--- config.mk ---
export PLATFORM = sky130hd
export DESIGN_NAME = stm_ram
export DESIGN_NICKNAME = d
export VERILOG_FILES = /design/src/hdl/stm_ram.sv
export SDC_FILE = /design/constraint.sdc
export NUM_CORES = 2
export LEC_CHECK = 0
export BUFFER_PORTS_ARGS = -buffer_cell sky130_fd_sc_hd__clkbuf_2
export CAP_MARGIN = 40
export CORE_MARGIN = 2
export CORE_UTILIZATION = 35
export CTS_BUF_LIST = sky130_fd_sc_hd__clkbuf_4
export CTS_CLUSTER_DIAMETER = 100
export DETAILED_ROUTE_END_ITERATION = 8
export GPL_TIMING_DRIVEN = 0
export PLACE_DENSITY_LB_ADDON = 0.3
export SETUP_SLACK_MARGIN = 0.15
export SYNTH_ARGS = -nofsm -noshare
export SYNTH_HDL_FRONTEND = slang
export SYNTH_SLANG_ARGS = --single-unit
--- constraint.sdc ---
create_clock -name clk -period 2.65 [get_ports clk]
set_input_delay 0.1325 -clock clk [delete_from_list [all_inputs] [get_ports clk]]
set_output_delay 0.1325 -clock clk [all_outputs]
set_load 0.05 [all_outputs]
--- src/hdl/stm_ram.sv ---
module stm_ram #(
	parameter int WIDTH = 8,
	parameter int DEPTH = 256
) (
	input  logic                     clk,
	input  logic                     we,
	input  logic [$clog2(DEPTH)-1:0] waddr,
	input  logic [WIDTH-1:0]         wdata,
	input  logic [$clog2(DEPTH)-1:0] raddr,
	output logic [WIDTH-1:0]         rdata
);

	logic [WIDTH-1:0] mem [DEPTH];

	// One write port, one registered read port
	always_ff @(posedge clk) begin
		if (we) begin
			mem[waddr] <= wdata;
		end
		rdata <= mem[raddr];
	end

endmodule

==> summary.json <==
{
  "global_route": {
    "gr-usage-all-layers_pct": 21.9,
    "grt_max_degree": 145,
    "number_of_antenna_violations_at_the_first_check_in_global_routing": 19,
    "global_route_wire_length_before_repair_um": 349000,
    "grt_overflow_total": 0,
    "gr-usage-met2_pct": 33.9,
    "met1_usage_pct": 28.9,
    "grt-busiest-layer": "met2",
    "first_global_vias": 44800,
    "gr-usage-met3_pct": 6.27
  },
  "yosys": {
    "synthAdderAreaFrac_pct": 0,
    "synth_top_family_by_area": "multiplexers",
    "synth-compound-area-share_pct": 3.42,
    "avgSynthCellArea_sq_um": 21.3,
    "post_synth_instance_area_sq_um": 79600,
    "ys.flop_type": "edfxtp_1",
    "synth.distinct_cells": 55,
    "synth-seq-area-share_pct": 77.5,
    "synthXorXnorAreaFrac_pct": 0,
    "synth_edf_count": 2048,
    "netlist_instances": 3733,
    "synth.mux.area_fraction_pct": 14.6,
    "synth_simple_gate_area_share_pct": 2.63,
    "yosys_register_bits": 2056,
    "ys_warn_count": 0,
    "synthesis.nets": 3759,
    "asyncSetResetFlopFracSynth_pct": 0
  },
  "timing": {
    "setup_viol_count_final": 127,
    "fmax_ghz": 0.356,
    "fin_worst_skew_ps": 80.4,
    "tightest_slew_ps": 1080,
    "worst_slew_margin_rel_pct": 27.8,
    "finalMaxSlewViolations": 0,
    "layout_worst_path_cycle_share_pct": 106,
    "layout_setup_ws_ps": -159,
    "layout_min_cycle_time_ps": 2810,
    "rsz0062_at_grt": "yes",
    "timing.final.hold_violations": 0
  },
  "drt": {
    "antenna_violating_nets_post_route": 0,
    "drc_errors_left": 0,
    "detail_route.wl_per_cell_um": 32.3,
    "routed_via_density": 5.63,
    "initialDrtViolationCount": 6237,
    "dr_total_vias": 44600,
    "postRouteWirelength_um": 255000,
    "firstDrtPassIters": 5
  },
  "worst_setup_path": {
    "critical-path-slowest-cell": "clkbuf_2",
    "cpLargestDelayFamily": "buffers and inverters",
    "start_kind": "input port",
    "worst_r2r_path_depth": 6,
    "worst_r2r_endpoint": "rdata[1]$_DFF_P_",
    "critical_path_buf_inv_count": 6,
    "r2r_start": "mem[211][1]$_DFFE_PP_",
    "ff2ff_setup_slack_ps": -10,
    "worst-setup-path-type": "in2reg",
    "critical_path_peak_fanout": 10,
    "cp_data_required_time_ps": 3710,
    "worst_ep_arrival_time_ps": 3870,
    "timing.critical_path.to_type": "register",
    "cp_cell_sequence": "clkbuf_1 -> dlymetal6s4s_1 -> dlygate4sd3_1 -> nand4_1 -> inv_1 -> nand2_1 -> clkbuf_2 -> nor2_1 -> buf_4",
    "critical_path.max_stage_delay_ps": 730
  },
  "cts": {
    "cts_tree": "built",
    "clk_pin_slew_worst_paths_ps": 60,
    "clk_root_buffer_cell": "clkbuf_4",
    "maximum_root_to_sink_buffer_count": 4,
    "clock_latency_reported_for_the_late_side_of_the_worst_skew_pair_ps": 1390,
    "cts_inserted_buffers": 556,
    "ctsHtreeMaxLevel": 6,
    "cts_num_sinks": 2056
  },
  "finish": {
    "layout.cells.most_common": "edfxtp_1",
    "nNetsFinal": 4555,
    "drive_above_1_share_pct": 36.0,
    "finish.cell_count_without_fillers": 7919,
    "most-common-layout-cells": "edfxtp_1 (2048), clkbuf_4 (818), mux4_2 (455), nor2_1 (215), mux2i_1 (134)",
    "layout-area-overhead-vs-synth_pct": 17.3
  },
  "floorplan": {
    "initial_core_util_pct": 35.1,
    "design.die.area_sq_um": 231000,
    "coreArea_sq_um": 227000,
    "chipHeight_um": 481,
    "fp.dieW_um": 481,
    "ioPinCount": 34,
    "rows": 175
  },
  "power_and_ir_drop": {
    "p_int_mw": 51.6,
    "pwr_density_cell_nw_per_um2": 724,
    "leakage_nw": 29.6,
    "switching_power_share_of_the_total_pct": 23.6,
    "seq_power_share_pct": 53.1,
    "net-switching-power_mw": 16.0,
    "peakVddDrop_mv": 0.492,
    "p_comb_share_pct": 6.4,
    "clock_power_share_pct": 40.5
  },
  "min_path": {
    "worstHoldStart": "wdata[7]",
    "worstHoldPathType": "in2reg",
    "hold_depth": 2,
    "min_to": "mem[64][7]$_DFFE_PP_"
  },
  "placement": {
    "dpl.cell_count": 6929,
    "hpwl_um": 171000,
    "dp_worst_setup_slack_ps": -1850,
    "globalplace.congestion": 0.909,
    "port_buffers": 26
  },
  "status": {
    "outcome": "complete, but fails checks",
    "failed_checks": "setup timing"
  },
  "run": {
    "cap_viol_max_count": 0
  }
}
## layout make-up
cell class / count / area [sq um]
clock inverter: 104 / 504
timing repair buffer: 238 / 2570
buffer: 233 / 1500
antenna: 18 / 45.0
multi-input combinational: 1442 / 17200
sequential: 2056 / 61700
clock buffer: 817 / 6130
inverter: 2 / 7.51
tap: 3009 / 3760
fill: 20200 / 133000
## metrics by stage
stage / power (mW) / instance area (sq um) / utilization (%) / TNS [ps] / hold slack, ps
4_1_cts: 67.8 / 92900 / 41.0 / 0 / 2.23
3_3_place_gp: 40.5 / 83500 / 36.8 / -5877110 / 636
2_1_floorplan: 38.4 / 79600 / - / 0 / 231
3_5_place_dp: 40.6 / 85300 / 37.6 / -609020 / 633
5_1_grt: 69.8 / 93300 / 41.2 / -289 / -21.3
6_report: 67.6 / 93400 / 41.2 / -9930 / 28.6
## what timing repair did
action                                   CTS  global route
hold buffers                              43             4
endpoints found under the setup margin     8           601
buffers inserted                           0             0
hold endpoints to repair                3003            31
gates resized for setup                   78           112
pin swaps                                  8             7
## layer usage
layer  routed length, um  share of wire (%)
met5                 217              0.085
met3               28400                 11
met1               97500                 38
met2              118000                 46
met4               11300                4.4
## sequential cells by signal, indices dropped and copies added, names as in the netlist
signal  flops
mem      2048
rdata       8
## logic make-up (layout without fill, tap and decap cells)
logic type	Yosys count	in the layout
other	0	18
flip-flops	2056	2056
AND/OR/NAND/NOR	466	466
buffers and inverters	235	1394
multiplexers	591	591
AO/OA/AOI/OAI	385	385
## power groups by stage
| stage | combinational (mW) | sequential [mW] | clock [mW] |
|---|---|---|---|
| 2_1_floorplan | 1.74 | 36.6 | 0 |
| 3_3_place_gp | 3.77 | 36.8 | 0 |
| 3_5_place_dp | 4.02 | 36.6 | 0 |
| 4_1_cts | 4.21 | 35.9 | 27.8 |
| 5_1_grt | 4.42 | 35.8 | 29.5 |
| 6_report | 4.33 | 35.9 | 27.4 |
## Yosys cell counts, types with 10 or more instances
cell / instances / area (sq um)
a211oi_1: 16 / 120
a221oi_1: 13 / 114
clkbuf_1: 111 / 417
edfxtp_1: 2048 / 61500
o211ai_1: 10 / 75.1
o221ai_1: 46 / 403
buf_2: 31 / 155
a22oi_1: 133 / 998
mux4_2: 454 / 10200
buf_1: 22 / 82.6
nand2_1: 33 / 124
nor2b_1: 31 / 194
nor4_1: 24 / 150
buf_4: 27 / 203
o22ai_1: 28 / 175
mux2i_1: 134 / 1340
a21oi_1: 96 / 480
nor2_1: 282 / 1060
o21ai_0: 10 / 50.1
nand4_1: 10 / 62.6
nand3_1: 34 / 170
buf_6: 21 / 236
nor3_1: 22 / 110
buf_8: 13 / 195
## worst max path at each step
stage                                      from  slack (ps)                     to  cells after the start
after detailed placement               raddr[2]       -1850       rdata[2]$_DFF_P_                     11
after global placement                 raddr[4]       -3000       rdata[2]$_DFF_P_                      8
after floorplan                        raddr[0]         580       rdata[2]$_DFF_P_                      9
after CTS                 mem[139][1]$_DFFE_PP_          60       rdata[1]$_DFF_P_                      9
after global routing                   waddr[3]         -30  mem[235][6]$_DFFE_PP_                      7
final                                  waddr[2]        -160  mem[143][2]$_DFFE_PP_                      9
Power figures use the tool's default switching activity.
