$ cat src/hdl/stm_pkg.sv
package stm_pkg;

	// Table geometry
	localparam int CAPACITY   = 256;
	localparam int COORD_BITS = 16;
	localparam int SLOT_BITS  = $clog2(CAPACITY);
	localparam int CNT_BITS   = $clog2(CAPACITY + 1);
	localparam int CODE_BITS  = 8;
	localparam int SPAN_BITS  = COORD_BITS + 1;

	// Stream payload widths
	localparam int IN_RAW_BITS   = 2 * COORD_BITS + CODE_BITS;
	localparam int IN_DATA_BITS  = ((IN_RAW_BITS + 7) / 8) * 8;
	localparam int OUT_RAW_BITS  = CODE_BITS + 2 * SPAN_BITS + 4 * COORD_BITS + 2;
	localparam int OUT_DATA_BITS = ((OUT_RAW_BITS + 7) / 8) * 8;

	// Codes
	localparam logic                 ACT_WRITE  = 1'b0;
	localparam logic                 ACT_READ   = 1'b1;
	localparam logic [CODE_BITS-1:0] ERASE_CODE = 8'hFF;

	typedef logic signed [COORD_BITS-1:0] coord_t;

	// One table entry as held in the slot memory
	typedef struct packed {
		logic [CODE_BITS-1:0] code;
		coord_t               y;
		coord_t               x;
	} slot_t;

	// Bounding box
	typedef struct packed {
		coord_t hi_y;
		coord_t lo_y;
		coord_t hi_x;
		coord_t lo_x;
	} box_t;

	typedef enum logic [2:0] {
		ST_IDLE,
		ST_SCAN,
		ST_APPLY,
		ST_WALK,
		ST_RESP
	} state_t;

endpackage

$ cat src/hdl/stm_box.sv
module stm_box (
	input  stm_pkg::coord_t px,
	input  stm_pkg::coord_t py,
	input  logic            first,
	input  stm_pkg::box_t   box,
	output stm_pkg::box_t   box_next,
	output logic            on_edge
);
	import stm_pkg::*;

	// Widen the box by one point; a first point seeds it
	always_comb begin
		box_next.lo_x = (first || (px < box.lo_x)) ? px : box.lo_x;
		box_next.hi_x = (first || (px > box.hi_x)) ? px : box.hi_x;
		box_next.lo_y = (first || (py < box.lo_y)) ? py : box.lo_y;
		box_next.hi_y = (first || (py > box.hi_y)) ? py : box.hi_y;
	end

	// Flag a point that lies on any edge of the box
	assign on_edge = (px == box.lo_x) || (px == box.hi_x) ||
		(py == box.lo_y) || (py == box.hi_y);

endmodule
$ cat config.mk
export PLATFORM = sky130hd
export DESIGN_NAME = stm_box
export DESIGN_NICKNAME = d
export VERILOG_FILES = /design/src/hdl/stm_pkg.sv /design/src/hdl/stm_box.sv
export SDC_FILE = /design/constraint.sdc
export NUM_CORES = 1
export LEC_CHECK = 0
export BUFFER_PORTS_ARGS = -buffer_cell sky130_fd_sc_hd__buf_2
export CAP_MARGIN = 20
export CELL_PAD_IN_SITES_DETAIL_PLACEMENT = 1
export CELL_PAD_IN_SITES_GLOBAL_PLACEMENT = 1
export CORE_MARGIN = 5
export CORE_UTILIZATION = 30
export DETAILED_ROUTE_END_ITERATION = 8
export GPL_TIMING_DRIVEN = 0
export PLACE_DENSITY = 0.88
export SYNTH_ARGS = -nofsm -noshare
export SYNTH_HDL_FRONTEND = slang
export SYNTH_SLANG_ARGS = --single-unit
$ cat constraint.sdc
create_clock -name vclk -period 3.9
set_clock_uncertainty 0.2 [all_clocks]
set_input_delay 0.39 -clock vclk [all_inputs]
set_output_delay 0.39 -clock vclk [all_outputs]
set_load 0.02 [all_outputs]
==> impl_metrics.csv, run 1 <==
group,metric,value,unit
outcome,outcome,"finished clean",
clocking,post_cts_buffers,0,
floorplan,fp.dieH,112,µm
timing,timing.final.ws_setup,253,ps
drt,wl,13500,µm
synthesis,syn-num-nets,603,
layout,design.final.nets,766,
flow_run,cap_violations,0,
synthesis,ys_top_cells_by_area,"ha_1 (25%), mux2_2 (12%), inv_1 (7.8%)",
min_path,worstHoldPathType,"in2out",
timing,post-route-min-period,3650,ps
layout,clockBufferCount,0,
placement,placed_cells,739,
synthesis,synth.lib_cells_used.distinct,46,
floorplan,fp.coreArea,0.0103,mm²
global_route,globalRouteOverflowTotal,0,
min_path,hold_start,"box[40]",
placement,count_of_buffers_inserted_at_the_top_level_ports,161,
timing,achievable-frequency,274,MHz
global_route,grt_first_pass_wirelength,21800,µm
min_path,min_delay_path_depth,3,
synthesis,yosysWarningCount,0,
placement,finalWeightedCongestion,0.921,
synthesis,postSynthAreaPerCell,7.11,µm²
floorplan,boundaryPins,162,
timing,final.period_utilization,93.5,%
global_route,first_global_vias,4432,
synthesis,syn-cell-area,0.00314,mm²
synthesis,cell_type_with_the_largest_total_area_after_synthesis,"ha_1",
synthesis,postSynthCellCount,442,
timing,worst_slew_margin_rel,61.2,%
layout,register_cell_area_after_layout,0,µm²
worst_setup_path,worst_path_largest_cell_delay,440,ps
placement,hpwlAfterDp,11700,µm
timing,count_of_pins_over_their_slew_limit,0,
drt,routed-via-count,4033,
timing,report.final.hold_viol_count,0,
drt,final_antenna_net_count,0,
drt,detail_route.first_pass.iterations,7,
floorplan,initial_core_utilization,30.6,%
worst_setup_path,critical_path_class,"in2out",
power,power.density_cell_area,161,mW/mm²
timing,setup_tns,0,ps
worst_setup_path,timing.critical_path.to_type,"primary output",
layout,flops_and_latches,0,
layout,final-instance-count-excl-fill,740,
layout,share_of_layout_cells_above_drive_strength_1,35.3,%
floorplan,placement_rows,37,
drt,drtIter0Drc,177,
timing,rsz0062_at_grt,"false",
worst_setup_path,startpoint_type,"primary input",
min_path,timing.hold.worst_endpoint,"box_next[40]",
floorplan,fp.dieW,112,µm
clocking,postCtsHoldBufs,0,
global_route,grt_max_degree,11,
worst_setup_path,critical-path-slowest-cell,"o21bai_2",
drt,remaining_drc_errors,0,
drt,avgRoutedWirePerCell,18.2,µm
floorplan,die-area,0.0126,mm²
global_route,antenna_found_initial,1,
worst_setup_path,arrival,3060,ps
worst_setup_path,crit_chain,"buf_2 > ha_1 > a21o_1 > a221o_1 > a21o_1 > o31a_1 > o21bai_2 > buf_6 > mux2_2 > buf_2",
timing,report.final.setup_viol,0,
power,vdd.ir_drop.worst,91.5,µV
global_route,track_usage,20.3,%
synthesis,synth_top_area_share,25.5,%
worst_setup_path,worstPathMaxFanout,10,
layout,syn2layout_area_growth,31.1,%
synthesis,synth-seq-area-share,0,%
worst_setup_path,required,3310,ps
timing,transition_time_of_the_tightest_slew_check_pin,582,ps
drt,avgViaCountPerCell,5.45,
power,power.static_leakage,0.00226,µW
clocking,cts_resized,0,
placement,pre_cts_ws,269,ps
[layer usage]
layer  global-route usage, %  wire [µm]
met2                    36.8       6800
met5                       0          0
met3                    3.02        903
met4                    3.77        242
met1                    25.5       5550
[logic make-up after synthesis]
family	Yosys count	synth area share (%)
buffers and inverters	87	11.2
AOI/OAI and AO/OA	104	22.3
muxes	48	18.4
and+or+nand+nor	139	22.6
adders and majority gates	64	25.5
[critical path: cells and delay by family]
kind	cells	cell delay (ps)
multiplexers	1	350
adder cells (fa/ha/maj)	1	310
AO/OA/AOI/OAI	5	1490
buffers and inverters	3	520
[cell type report]
class | instances | area (µm²)
Antenna cell | 1 | 2.50
Buffer | 21 | 104
Fill cell | 1397 | 6160
Inverter | 66 | 248
Multi-Input combinational cell | 355 | 2790
Tap cell | 136 | 170
Timing Repair Buffer | 161 | 806
[cells in the mapped netlist, types with 15 or more instances]
library cell / count
ha_1: 64
clkbuf_1: 17
nor3_1: 32
inv_1: 65
a22oi_1: 16
nand3_1: 19
o21ai_0: 22
mux2_2: 34
nor2b_1: 17
o21bai_1: 15
nor2_1: 19
nand2_1: 27
a21oi_1: 21
[how the worst max path moves through the flow]
stage	start	end	slack (ps)	depth (start not counted)
after CTS	py[9]	box_next[37]	260	10
after global routing	box[61]	box_next[58]	130	10
final	py[9]	box_next[37]	250	10
after floorplan	box[30]	box_next[21]	800	9
after global placement	py[9]	box_next[37]	320	10
after detailed placement	py[9]	box_next[37]	270	10
[where the power goes]
| part | internal (µW) | switching, µW | total (µW) |
|---|---|---|---|
| logic | 268 | 393 | 661 |
| registers | 0 | 0 | 0 |
| clock network | 0.0000343 | 0 | 0.0000343 |
[cells in the final DEF (no fill, tap or decap), drive strengths merged, types with 3 or more instances in the layout]
master / n
a21o: 9
a21oi: 23
a22oi: 16
and4: 5
buf: 165
clkbuf: 17
ha: 64
inv: 65
mux2: 48
nand2: 28
nand3: 19
nand4: 8
nor2: 19
nor2b: 17
nor3: 32
nor4: 3
o211ai: 3
o21ai: 22
o21bai: 16
or3: 3
[through the flow]
| stage | hold WS, ps | power (µW) | util, % | area [µm²] |
|---|---|---|---|---|
| 2_1_floorplan | 739 | 416 | - | 3140 |
| 3_3_place_gp | 923 | 626 | 40.1 | 4120 |
| 3_5_place_dp | 934 | 659 | 40.1 | 4120 |
| 4_1_cts | 933 | 663 | 40.1 | 4120 |
| 5_1_grt | 942 | 724 | 40.1 | 4120 |
| 6_report | 930 | 661 | 40.1 | 4120 |
No activity file was read; power rests on OpenSTA's default activity.
==> inputs of run 2 (changes only) <==
--- a/config.mk
+++ b/config.mk
@@ -5,6 +5,7 @@
 export SDC_FILE = /design/constraint.sdc
 export NUM_CORES = 1
 export LEC_CHECK = 0
+export ABC_AREA = 1
 export BUFFER_PORTS_ARGS = -buffer_cell sky130_fd_sc_hd__buf_2
 export CAP_MARGIN = 20
 export CELL_PAD_IN_SITES_DETAIL_PLACEMENT = 1
@@ -13,7 +14,7 @@
 export CORE_UTILIZATION = 30
 export DETAILED_ROUTE_END_ITERATION = 8
 export GPL_TIMING_DRIVEN = 0
-export PLACE_DENSITY = 0.88
+export PLACE_DENSITY = 0.94
 export SYNTH_ARGS = -nofsm -noshare
 export SYNTH_HDL_FRONTEND = slang
 export SYNTH_SLANG_ARGS = --single-unit
==> run 2 against run 1 <==
  * Cell count is 8.6% higher
  * Wire length is 6.0% lower
  * Cell area is 6.4% lower
  * Sequential share of layout area is the same
  * Count of clock-buffer cells in the layout unchanged
  * First-iteration DRC count shrank 13%
  * Synthesized cell count grew 16%
  * Combinational power grew 3.2%
  * Sequential cell count unchanged
  * Maximum frequency rose by 26%
  * Largest power group unchanged
  * Highest routed layer unchanged
==> impl_metrics.csv, run 2 <==
group,metric,value,unit
outcome,outcome,"finished clean",
timing,achievable-frequency,345,MHz
drt,detail_route.first_pass.iterations,4,
synthesis,synth-compound-area-share,7.86,%
power,power.density_cell_area,177,mW/mm²
global_route,antenna_found_initial,0,
floorplan,fp.dieW,108,µm
drt,routed-via-count,4019,
layout,share_of_layout_cells_above_drive_strength_1,29.9,%
clocking,cts_resized,0,
layout,finalInstanceArea,0.00385,mm²
worst_setup_path,startpoint_type,"primary input",
min_path,worstHoldPathType,"in2out",
synthesis,post_synth_and_or_nand_nor_area_fraction,48.4,%
layout,syn2layout_area_growth,33.7,%
global_route,first_global_vias,4325,
drt,avgRoutedWirePerCell,15.8,µm
synthesis,synth_top_area_share,27.8,%
synthesis,yosysWarningCount,0,
placement,count_of_buffers_inserted_at_the_top_level_ports,162,
min_path,hold_start,"box[54]",
global_route,grt_first_pass_wirelength,20200,µm
timing,transition_time_of_the_tightest_slew_check_pin,592,ps
min_path,timing.hold.worst_endpoint,"box_next[54]",
drt,final_antenna_net_count,0,
placement,finalWeightedCongestion,0.862,
floorplan,die-area,0.0117,mm²
layout,register_cell_area_after_layout,0,µm²
floorplan,fp.coreArea,0.00928,mm²
layout,clockBufferCount,0,
drt,remaining_drc_errors,0,
synthesis,synth.lib_cells_used.distinct,27,
layout,layout.cells.most_common_list,"nand2_1 (180), buf_2 (169), inv_1 (89)",
synthesis,syn-num-nets,674,
worst_setup_path,critical_path_class,"in2out",
drt,avgViaCountPerCell,5.00,
timing,rsz0062_at_grt,"false",
synthesis,mux_share_of_post_synthesis_cell_area,0,%
floorplan,fp.dieH,108,µm
worst_setup_path,worstPathMaxFanout,10,
timing,report.final.hold_viol_count,0,
worst_setup_path,required,3310,ps
synthesis,netlist_top_cells_count,"nand2_1 (180), inv_1 (89), ha_1 (64), nand3_1 (38), nand4_1 (38)",
power,vdd.ir_drop.worst,73.2,µV
floorplan,boundaryPins,162,
timing,finalHoldWorstSlack,939,ps
placement,placedInstanceArea,0.00385,mm²
timing,report.final.setup_viol,0,
synthesis,ys_top_cells_by_area,"ha_1 (28%), nand2_1 (23%), inv_1 (12%)",
timing,final.period_utilization,74.3,%
synthesis,synth_most_common_cell,"nand2_1",
synthesis,syn-cell-area,0.00288,mm²
floorplan,initial_core_utilization,31.1,%
clocking,post_cts_buffers,0,
global_route,track_usage,20.7,%
layout,antenna_cells_inserted,0,
layout,flops_and_latches,0,
timing,worst_slew_margin_rel,60.6,%
min_path,min_delay_path_depth,4,
drt,wl,12700,µm
clocking,postCtsHoldBufs,0,
floorplan,placement_rows,35,
synthesis,main_combinational_cell_family_by_area_after_synthesis,"simple AND/OR/NAND/NOR gates",
global_route,globalRouteOverflowTotal,0,
timing,setup_tns,0,ps
synthesis,postSynthCellCount,513,
global_route,grt_max_degree,11,
synthesis,cell_type_with_the_largest_total_area_after_synthesis,"ha_1",
synthesis,synth_fa_ha_area_share,27.8,%
worst_setup_path,arrival,2310,ps
layout,fillers,1356,
timing,timing.final.ws_setup,1000,ps
drt,drtIter0Drc,154,
synthesis,postSynthAreaPerCell,5.62,µm²
worst_setup_path,timing.critical_path.to_type,"primary output",
synthesis,synth-xor-area-share,0,%
timing,post-route-min-period,2900,ps
power,power.static_leakage,0.00256,µW
placement,hpwlAfterDp,11200,µm
layout,design.final.nets,838,
layout,post_route_core_utilization,41.5,%
layout,mostFrequentLayoutCell,"nand2_1",
synthesis,synth-seq-area-share,0,%
placement,pre_cts_ws,1010,ps
timing,count_of_pins_over_their_slew_limit,0,
flow_run,cap_violations,0,
## run 2: cell count changes in the layout (fill, tap and decap cells not counted), moves of 8 or more
cell | previous run | this run
o21ai_0 | 22 | 3
nor3_1 | 32 | 2
nand3_1 | 19 | 38
inv_1 | 65 | 89
nor2b_1 | 17 | 0
nand2_2 | 1 | 14
mux2_4 | 10 | 0
a22oi_1 | 16 | 0
a21o_1 | 9 | 1
nand2_1 | 27 | 180
o21bai_1 | 15 | 1
clkbuf_1 | 17 | 4
mux2_2 | 34 | 0
nand4_1 | 8 | 38
## run 2: cell type report
type                            instances  area (µm²)  share of cell area (%)
Buffer                                 17         119                    3.08
Inverter                               91         342                    8.86
Multi-Input combinational cell        405        2420                    62.8
Tap cell                              129         161                    4.19
Timing Repair Buffer                  162         811                    21.0
## run 2: cells by family after synthesis
| family | count (synthesis) |
|---|---|
| simple gates | 300 |
| buf+inv | 108 |
| fa+ha+maj | 64 |
| compound gates | 41 |
## run 2: critical path, stage by stage
cell and delay (ps):
buf_2 130, ha_1 370, a21oi_1 180, o21ai_1 90, nor2_1 190, nand3_2 260
nand3_4 230, buf_6 170, nand2_1 60, nand2_1 70, buf_2 170
## run 2: metal layers
| layer | global-route usage (%) | share of wire [%] |
|---|---|---|
| met5 | 0 | 0 |
| met4 | 2.89 | 1.6 |
| met3 | 2.21 | 5.8 |
| met2 | 41.8 | 53 |
| met1 | 23.6 | 40 |
## run 2: worst max-delay path by stage
| stage | from | endpoint | slack (ps) |
|---|---|---|---|
| after floorplan | box[55] | box_next[53] | 1540 |
| final | py[15] | box_next[37] | 1000 |
| after CTS | py[15] | box_next[37] | 1010 |
| after detailed placement | py[15] | box_next[37] | 1010 |
| after global routing | py[15] | box_next[46] | 840 |
| after global placement | py[9] | box_next[37] | 1090 |
## run 2: through the flow
stage,std cells,power (µW)
final,804,682
after global routing,804,753
after CTS,804,685
after detailed placement,804,682
after global placement,804,647
after floorplan,513,423
## run 2: where the power goes
part / switching (µW) / internal [µW] / total (µW)
clock network: 0 / 0 / 0
registers: 0 / 0 / 0
logic: 445 / 237 / 682
total: 445 / 237 / 682
